<file path="src/rtl/text_console_char_engine_unit_assert.svh">
// assertion macros for the console engine, clocked on aclk, held off during reset
`ifndef TEXT_CONSOLE_CHAR_ENGINE_UNIT_ASSERT_SVH
`define TEXT_CONSOLE_CHAR_ENGINE_UNIT_ASSERT_SVH

// condition that must hold at every edge out of reset
`define TCCE_ASSERT_ALWAYS(label, cond) \
    label: assert property (@(posedge aclk) disable iff (!aresetn) (cond)) \
        else $error("console engine invariant violated");

// antecedent implies consequent in the same cycle
`define TCCE_ASSERT_IMPL(label, ante, cons) \
    label: assert property (@(posedge aclk) disable iff (!aresetn) (ante) |-> (cons)) \
        else $error("console engine implication violated");

`endif

</file>
<file path="src/rtl/tcce_pkg.sv">
package tcce_pkg;

    localparam int COLUMNS   = 80;
    localparam int ROWS      = 25;
    localparam int TAB_WIDTH = 8;

    localparam int CELLS     = COLUMNS * ROWS;
    localparam int CELL_AW   = $clog2(CELLS);
    localparam int COL_AW    = $clog2(COLUMNS);
    localparam int ROW_AW    = (ROWS > 2) ? $clog2(ROWS) : 1;
    localparam int COL_W     = $clog2(COLUMNS + TAB_WIDTH + 1);
    localparam int ROW_W     = $clog2(ROWS + 1);
    localparam int POS_W     = ((CELL_AW > 11) ? CELL_AW : 11) + 1;
    localparam int SUM_W     = POS_W + 1;
    localparam int TAB_STOPS = (COLUMNS - 1) / TAB_WIDTH + 1;

    localparam int BS_HOLD_COLUMN = 8;

    localparam logic [15:0] BLANK_CELL   = 16'h0F20;
    localparam logic [7:0]  DEFAULT_ATTR = 8'h0F;

    localparam logic [7:0] CH_BS       = 8'h08;
    localparam logic [7:0] CH_TAB      = 8'h09;
    localparam logic [7:0] CH_LF       = 8'h0A;
    localparam logic [7:0] CH_CR       = 8'h0D;
    localparam logic [7:0] CH_PRINT_LO = 8'h20;

    typedef enum logic [1:0] {
        FUNC_PUT_COLOUR  = 2'd0,
        FUNC_PUT_DEFAULT = 2'd1,
        FUNC_CLEAR       = 2'd2,
        FUNC_READ        = 2'd3
    } func_t;

    typedef struct packed {
        func_t       func;
        logic [7:0]  char_code;
        logic [3:0]  back_colour;
        logic [3:0]  fore_colour;
        logic [10:0] cell_index;
    } req_t;

    typedef struct packed {
        logic [10:0] cursor_position;
        logic [15:0] cell_value;
    } res_t;

    typedef struct packed {
        logic [COL_AW-1:0]  col;
        logic [ROW_AW-1:0]  row;
        logic [CELL_AW-1:0] base;
    } cursor_t;

    typedef struct packed {
        logic [COL_AW-1:0]  col;
        logic [ROW_AW-1:0]  row;
        logic               we;
        logic               re;
        logic [CELL_AW-1:0] addr;
        logic [15:0]        wdata;
        logic               scroll;
        logic               clear;
    } step_t;

    typedef struct packed {
        logic               we;
        logic               re;
        logic [CELL_AW-1:0] addr;
        logic [15:0]        wdata;
    } ram_req_t;

    typedef enum logic [2:0] {
        ST_INIT,
        ST_IDLE,
        ST_CALC,
        ST_ACCESS,
        ST_SWEEP,
        ST_FINISH
    } state_t;

    function automatic logic [POS_W-1:0] lin_index(input logic [ROW_AW-1:0] row,
                                                   input logic [COL_AW-1:0] col);
        return POS_W'(row) * POS_W'(COLUMNS) + POS_W'(col);
    endfunction

    function automatic logic [CELL_AW-1:0] phys_addr(input logic [POS_W-1:0] lin,
                                                     input logic [CELL_AW-1:0] base);
        logic [SUM_W-1:0] sum;
        sum = {1'b0, lin} + SUM_W'(base);
        if (sum >= SUM_W'(CELLS)) begin
            sum = sum - SUM_W'(CELLS);
        end
        return sum[CELL_AW-1:0];
    endfunction

    function automatic logic [COL_W-1:0] tab_stop(input logic [COL_AW-1:0] col);
        logic [COL_W-1:0] r;
        r = COL_W'(TAB_WIDTH);
        for (int k = 0; k < TAB_STOPS; k++) begin
            if (COL_W'(col) >= COL_W'(k * TAB_WIDTH)) begin
                r = COL_W'((k + 1) * TAB_WIDTH);
            end
        end
        return r;
    endfunction

endpackage

</file>
<file path="src/rtl/tcce_step_logic.sv">
module tcce_step_logic (
    input  tcce_pkg::req_t    req,
    input  tcce_pkg::cursor_t cur,
    output tcce_pkg::step_t   step
);
    import tcce_pkg::*;

    logic [COL_W-1:0]  col_n;
    logic [ROW_W-1:0]  row_n;
    logic [COL_AW-1:0] wr_col;
    logic [7:0]        attr;
    logic              erasing;
    logic              put;
    logic              we;
    logic [15:0]       wdata;
    logic              scroll;
    logic              in_range;
    logic [CELL_AW-1:0] wr_addr;
    logic [CELL_AW-1:0] rd_addr;

    always_comb begin
        col_n    = COL_W'(cur.col);
        row_n    = ROW_W'(cur.row);
        wr_col   = cur.col;
        we       = 1'b0;
        wdata    = BLANK_CELL;
        scroll   = 1'b0;
        put      = 1'b0;
        erasing  = 1'b0;
        attr     = {req.back_colour, req.fore_colour};
        in_range = (POS_W'(req.cell_index) < POS_W'(CELLS));

        unique case (req.func)
            FUNC_PUT_COLOUR: begin
                put = 1'b1;
            end
            FUNC_PUT_DEFAULT: begin
                put     = 1'b1;
                erasing = 1'b1;
                attr    = DEFAULT_ATTR;
            end
            FUNC_CLEAR: begin
                col_n = '0;
                row_n = '0;
            end
            FUNC_READ: begin
            end
            default: begin
            end
        endcase

        if (put) begin
            if (req.char_code == CH_BS && cur.col != '0) begin
                if (erasing) begin
                    col_n  = COL_W'(cur.col) - COL_W'(1);
                    wr_col = cur.col - COL_AW'(1);
                    we     = 1'b1;
                    wdata  = BLANK_CELL;
                end else if (COL_W'(cur.col) != COL_W'(BS_HOLD_COLUMN)) begin
                    col_n = COL_W'(cur.col) - COL_W'(1);
                end
            end else if (req.char_code == CH_TAB) begin
                col_n = tab_stop(cur.col);
            end else if (req.char_code == CH_CR) begin
                col_n = '0;
            end else if (req.char_code == CH_LF) begin
                col_n = '0;
                row_n = row_n + ROW_W'(1);
            end else if (req.char_code >= CH_PRINT_LO && !req.char_code[7]) begin
                we    = 1'b1;
                wdata = {attr, req.char_code};
                col_n = col_n + COL_W'(1);
            end
            if (col_n >= COL_W'(COLUMNS)) begin
                col_n = '0;
                row_n = row_n + ROW_W'(1);
            end
            if (row_n >= ROW_W'(ROWS)) begin
                row_n  = ROW_W'(ROWS - 1);
                scroll = 1'b1;
            end
        end

        wr_addr = phys_addr(lin_index(cur.row, wr_col), cur.base);
        rd_addr = phys_addr(POS_W'(req.cell_index), cur.base);

        step.col    = col_n[COL_AW-1:0];
        step.row    = row_n[ROW_AW-1:0];
        step.we     = we;
        step.re     = (req.func == FUNC_READ) && in_range;
        step.addr   = (req.func == FUNC_READ) ? rd_addr : wr_addr;
        step.wdata  = wdata;
        step.scroll = scroll;
        step.clear  = (req.func == FUNC_CLEAR);
    end

endmodule

</file>
<file path="config.mk">
export PLATFORM = sky130hd
export DESIGN_NAME = tcce_step_logic
export DESIGN_NICKNAME = d
export VERILOG_FILES = /design/src/rtl/text_console_char_engine_unit_assert.svh /design/src/rtl/tcce_pkg.sv /design/src/rtl/tcce_step_logic.sv
export SDC_FILE = /design/constraint.sdc
export NUM_CORES = 1
export LEC_CHECK = 0
export ABC_AREA = 1
export BUFFER_PORTS_ARGS = -buffer_cell sky130_fd_sc_hd__buf_4
export CORE_ASPECT_RATIO = 0.9
export CORE_MARGIN = 2
export CORE_UTILIZATION = 40
export DETAILED_ROUTE_END_ITERATION = 16
export GPL_TIMING_DRIVEN = 1
export PLACE_DENSITY = 0.73
export SLEW_MARGIN = 40
export SYNTH_ARGS = -nofsm -noshare
export SYNTH_HDL_FRONTEND = slang
export SYNTH_SLANG_ARGS = --single-unit
</file>
<file path="constraint.sdc">
create_clock -name vclk -period 7.3
set_input_delay 1.095 -clock vclk [all_inputs]
set_output_delay 1.095 -clock vclk [all_outputs]
set_load 0.005 [all_outputs]
</file>
# After elaboration in Yosys (flattened, before gate mapping)
# Index checks and enable logic that the tools add are counted.
# totals
regBits	0
latch_bits	0
ram_bits	0
rom_bits	0
wordCells	94
mem_count	0
# classes
n_addsub	9
multipliers	1
div_mod_pow	0
magnitude_cmp	15
eq_ne	8
shift	0
mux	54
n_bitwise	0
reduce_logical	7
# ops
operator	count
$mux W7	22
$mux W16	6
$mux W5	11
$mux W11	3
$eq A8 B4 Y1 const B	4
$ge A7 B6 Y1 const B	4
$sub A11 B11 Y11 const B	2
$ge A7 B7 Y1 const B	3
$ge A7 B5 Y1 const B	2
$add A12 B11 Y13	1
$ge A13 B11 Y1 const B	1
$add A11 B11 Y12	1
$add A12 B7 Y12	1
$ge A12 B11 Y1 const B	1
$lt A11 B11 Y1 const B	1
$mux W1	11
$add A5 B1 Y5 const B	2
$ge A8 B6 Y1 const B	1
$mul A5 B3 Y8 const B	1
$mux W8	1
$add A7 B1 Y7 const B	1
$ge A7 B4 Y1 const B	1
$ne A7 B4 Y1 const B	1
$reduce_bool A7 Y1	1
8 further kinds	11

# Longest topological paths before layout
# Gate-level depths: netlist of run 1.
# logic_depth
depth_word	19
depth_mapped	30
depth_no_buf	30

# Worst setup path before layout of run 1
# No wires, ideal clock.
# synth_path
path_kind	input port to output port
startpoint	in cur[16] in the netlist's numbering
endpoint	out step[28] in the netlist's numbering
t_arrival_ns	4.924
required_ns	6.205
slack_ns	1.281
stages	29
cell_sequence	inv_1 ha_1 inv_1 nor2_1 nand3_1 nand3_2 nor2_1 inv_1 o21ai_0 ha_1 inv_1 fa_1 o22ai_1 xor2_1 inv_1 ha_1 nand2_1 inv_1 a21oi_1 nand3_1 nand3_1 nand2_1 or2_2 o21ai_2 nand2_4 nand2_1 nand2_1 nand2_1 nand2_1
# synth_lines
item	line_no	rtl
start, declared	tcce_step_logic.sv:3	input tcce_pkg::cursor_t cur,
end, declared	tcce_step_logic.sv:4	output tcce_pkg::step_t step

==> results of run 1 <==
==> per-layer routing <==
metal,part of all wire [%],vias to the layer above
met5,0,-
met4,0.82,0
met3,6.7,10
met2,46,151
met1,46,1830
li1,-,2148
==> power by group through the flow <==
stage	clock, mW	sequential, mW	combinational, mW
2_1_floorplan	0	0	0.389
3_3_place_gp	0	0	0.548
3_5_place_dp	0	0	0.551
4_1_cts	0	0	0.555
5_1_grt	0	0	0.629
6_report	0	0	0.558
==> per-stage QoR <==
step	power (mW)	cells	hold slack [ps]	area [um^2]	setup slack [ps]
2_1_floorplan	0.389	614	2260	3480	1280
3_3_place_gp	0.548	816	2440	4270	706
3_5_place_dp	0.551	816	2440	4270	562
4_1_cts	0.555	816	2440	4270	537
5_1_grt	0.629	816	2460	4270	126
6_report	0.558	816	2440	4270	660
==> how the worst max path moves through the flow <==
stage / start / endpoint / depth (start not counted)
after floorplan: cur[16] / step[28] / 29
after global placement: cur[16] / step[28] / 31
after detailed placement: cur[16] / step[24] / 31
after CTS: cur[16] / step[24] / 31
after global routing: cur[16] / step[27] / 31
final: cur[16] / step[24] / 31
==> critical path: cells and delay by family <==
kind / cells / cell delay [ps]
AOI/OAI and AO/OA: 4 / 700
and+or+nand+nor: 14 / 1690
xor gates and xnor gates: 1 / 170
buffers and inverters: 8 / 710
adders and majority gates: 4 / 1140
==> area by class of cell <==
class | count | area [um^2] | share of cell area [%]
inverter | 100 | 377 | 8.82
multi-input combinational | 503 | 3040 | 71.2
timing repair buffer | 94 | 706 | 16.5
tap | 119 | 149 | 3.49
==> cells in the mapped netlist, types with 2 or more instances <==
cell type | count | share of area [%]
nand2_1 | 159 | 17
nor2_4 | 4 | 1.3
o21ai_2 | 4 | 1.0
nand2_2 | 6 | 1.1
o211ai_1 | 3 | 0.65
a21oi_1 | 24 | 3.4
nand3_1 | 43 | 6.2
xnor2_1 | 11 | 2.8
nand3b_1 | 5 | 1.1
xor2_2 | 2 | 0.93
inv_1 | 82 | 8.8
buf_6 | 2 | 0.65
a31oi_1 | 3 | 0.54
inv_2 | 17 | 1.8
nand3_2 | 5 | 1.4
fa_1 | 4 | 2.3
o21ai_1 | 10 | 1.4
ha_1 | 40 | 14
nand4_1 | 13 | 2.3
nor2_2 | 8 | 1.4
nor2_1 | 63 | 6.8
buf_4 | 3 | 0.65
a21o_1 | 3 | 0.65
o22ai_1 | 7 | 1.3
nand2_4 | 5 | 1.6
clkbuf_1 | 2 | 0.22
o21ai_0 | 26 | 3.7
nor3_1 | 4 | 0.57
buf_2 | 3 | 0.43
xor2_1 | 34 | 8.5
nand3_4 | 2 | 1.0
o21bai_1 | 4 | 0.86
==> cell families after synthesis <==
logic type / Yosys count / synth area share, %
and+or+nand+nor: 321 / 42.8
AOI/OAI and AO/OA: 88 / 14.5
xor gates and xnor gates: 48 / 12.7
other: 1 / 0.108
muxes: 1 / 0.287
buffers and inverters: 111 / 12.9
adders and majority gates: 44 / 16.7
==> what timing repair did <==
| item | 4_1_cts | 5_1_grt |
|---|---|---|
| endpoints found under the setup margin | 0 | 5 |
| setup buffers | 0 | 0 |
| resized for setup | 0 | 1 |
==> impl_metrics.json, run 1 <==
{
  "grt_pass1_vias": 3824,
  "crit_fanout": 9,
  "fin_crit_sh_pct": 91.0,
  "wl_per_cell_um": 12.4,
  "ios": 95,
  "drcViolationCount": 0,
  "final_common_cell": "nand2_1",
  "syn_avg_cell_area_um2": 5.68,
  "postCtsHoldBufs": 0,
  "wirelength_um": 10100,
  "die-area_um2": 9480,
  "synth_area_um2": 3480,
  "fin_crit_ps": 6640,
  "min_path_cells": 4,
  "seqPwrFrac_pct": 0,
  "ys_seq_area_share_pct": 0,
  "timing_hold_violations_final": 0,
  "antenna_cells": 0,
  "regArea_um2": 0,
  "grt_max_degree": 19,
  "fillers": 891,
  "post_drt_via_cell_ratio": 5.07,
  "rows": 32,
  "hold_class": "in2out",
  "swShare_pct": 58.1,
  "overflow": 0,
  "critical_path.max_stage_delay_ps": 400,
  "grt_setup_unrepaired": "no",
  "initial_utilization_pct": 40.9,
  "routabilityCongestion": 0.968,
  "final_cell_mix": "159 x nand2_1, 94 x buf_4, 82 x inv_1, 62 x nor2_1, 43 x nand3_1",
  "slew_violations": 0,
  "status": "complete, no violations",
  "p_clk_share_pct": 0,
  "cap_violations": 0,
  "combPwrFrac_pct": 100.0,
  "p_leak_nw": 2.36,
  "clkbuf_count": 0,
  "met3_usage_pct": 1.28,
  "power.density_nw_per_um2": 131,
  "ant_nets": 0,
  "use_met1_pct": 30.5,
  "die_w_um": 102,
  "die_y_um": 92.5,
  "area_growth_pct": 22.5,
  "use_met2_pct": 36.3,
  "drive_gt1_share_pct": 21.8,
  "internal_power_uw": 234,
  "critPathCaptureType": "output port",
  "power.switching_uw": 324,
  "grt_usage_pct": 21.4,
  "seq_cell_count": 0,
  "yosysWarnings": 0,
  "worstHoldStart": "req[14]",
  "firstDrtPassIters": 6,
  "finalSetupViolations": 0,
  "grt_pass1_wl_um": 17100,
  "setup_tns_ps": 0,
  "port_buffers": 94,
  "num_vias": 4139,
  "netlist_instances": 614,
  "crit_path_top_delay_cell": "fa_1",
  "path_class": "in2out",
  "drtIter0Drc": 218,
  "layout.nets": 795,
  "final_util_pct": 50.1,
  "post-dp-hpwl_um": 8680,
  "clock.fmax_mhz": 151,
  "top_usage_layer": "met2",
  "hold_end": "step[13]",
  "vdd_ir_drop_max_mv": 0.101,
  "antenna_found_initial": 0,
  "syn_nets": 710,
  "required_ps": 6200,
  "core-area_um2": 8530,
  "worst_pin_slew_ps": 733,
  "netlist-cell-type-count": 45,
  "slew_headroom_pct": 51.0,
  "cp-start-kind": "primary input",
  "critPathArrivalTime_ps": 5550
}
Note: power is estimated with default switching activity, not from simulation.
==> run 2, diff against run 1 <==
--- a/config.mk
+++ b/config.mk
@@ -13,6 +13,7 @@
 export DETAILED_ROUTE_END_ITERATION = 16
 export GPL_TIMING_DRIVEN = 1
 export PLACE_DENSITY = 0.73
+export RECOVER_POWER = 50
 export SLEW_MARGIN = 40
 export SYNTH_ARGS = -nofsm -noshare
 export SYNTH_HDL_FRONTEND = slang
==> impl_metrics.json, run 2 (same netlist as run 1, synthesis figures left out) <==
{
  "crit_path_top_delay_cell": "fa_1",
  "routabilityCongestion": 0.968,
  "timing_hold_violations_final": 0,
  "setup_tns_ps": 0,
  "hold_class": "in2out",
  "post_drt_via_cell_ratio": 5.06,
  "path_class": "in2out",
  "power.density_nw_per_um2": 131,
  "worst_pin_slew_ps": 1070,
  "place_area_um2": 4270,
  "die_y_um": 92.5,
  "area_growth_pct": 21.8,
  "p_leak_nw": 2.35,
  "cap_violations": 0,
  "worstHoldStart": "req[14]",
  "clock.fmax_mhz": 150,
  "multi_input_area_um2": 3020,
  "wl_per_cell_um": 12.4,
  "firstDrtPassIters": 5,
  "port_buffers": 94,
  "drive_gt1_share_pct": 20.9,
  "clkbuf_count": 0,
  "total_power_uw": 556,
  "layout.nets": 795,
  "postCtsHoldBufs": 0,
  "rows": 32,
  "die_w_um": 102,
  "grt_pass1_wl_um": 17100,
  "grt_usage_pct": 21.4,
  "critPathCaptureType": "output port",
  "ios": 95,
  "fin_crit_sh_pct": 91.1,
  "wirelength_um": 10100,
  "post-dp-hpwl_um": 8680,
  "final_cell_mix": "162 x nand2_1, 83 x inv_1, 80 x buf_4, 63 x nor2_1, 43 x nand3_1",
  "slew_violations": 0,
  "fin_crit_ps": 6650,
  "status": "complete, no violations",
  "antenna_found_initial": 0,
  "critical_path.max_stage_delay_ps": 400,
  "ant_nets": 0,
  "finalSetupViolations": 0,
  "vdd_ir_drop_max_mv": 0.101,
  "core-area_um2": 8530,
  "grt_max_degree": 19,
  "critPathArrivalTime_ps": 5550,
  "slew_headroom_pct": 28.2,
  "die-area_um2": 9480,
  "num_vias": 4126,
  "fillers": 895,
  "startpoint": "cur[16]",
  "seq_cell_count": 0,
  "crit_fanout": 9,
  "final_util_pct": 49.8,
  "overflow": 0,
  "postLayoutCellArea_um2": 4250,
  "grt_pass1_vias": 3824,
  "hold_slack_ps": 2460,
  "drtIter0Drc": 230,
  "antenna_cells": 0,
  "regArea_um2": 0,
  "initial_utilization_pct": 40.9,
  "drcViolationCount": 0,
  "grt_setup_unrepaired": "no",
  "cp-start-kind": "primary input",
  "required_ps": 6200,
  "final_common_cell": "nand2_1"
}
==> run 2: what timing repair did <==
action | in CTS | in global routing
buffers inserted | 0 | 0
resized for setup | 0 | 1
hold endpoints to repair | 0 | 0
endpoints found under the setup margin | 0 | 5
==> run 2: worst paths after layout <==
check,slack [ps],to,depth (start not counted)
setup / recovery,650,step[24],31
hold / removal,2460,step[13],4
==> run 2: through the flow <==
step,setup WS [ps],cells
6_report,653,816
5_1_grt,125,816
4_1_cts,537,816
3_5_place_dp,562,816
3_3_place_gp,706,816
2_1_floorplan,1280,614
==> run 2: final cells by class <==
class,count,area share (%)
timing repair buffer,94,16.5
tap,119,3.51
inverter,100,8.87
multi-input combinational,503,71.1
==> run 2: metal layers <==
layer  global-route usage [%]  up-vias  share of wire [%]  wire length, um
met5                        0        -                  0                0
met2                     36.3      153                 46             4670
met1                     30.5     1820                 47             4730
met4                     2.33        0               0.75               76
li1                         -     2145                  -                -
met3                     1.28        8                6.2              626
==> run 2: worst max-delay path, delay by kind of cell <==
| family | cells | cell delay, ps |
|---|---|---|
| XOR/XNOR | 1 | 170 |
| AO/OA/AOI/OAI | 4 | 700 |
| buffers and inverters | 8 | 720 |
| AND/OR/NAND/NOR | 14 | 1700 |
| adder cells (fa/ha/maj) | 4 | 1140 |
==> run 2: report_power, final <==
part           leakage, nW  internal [mW]  switching [mW]
Sequential               0              0               0
Combinational         2.35          0.233           0.323
Clock                    0              0               0
Total                 2.35          0.233           0.323
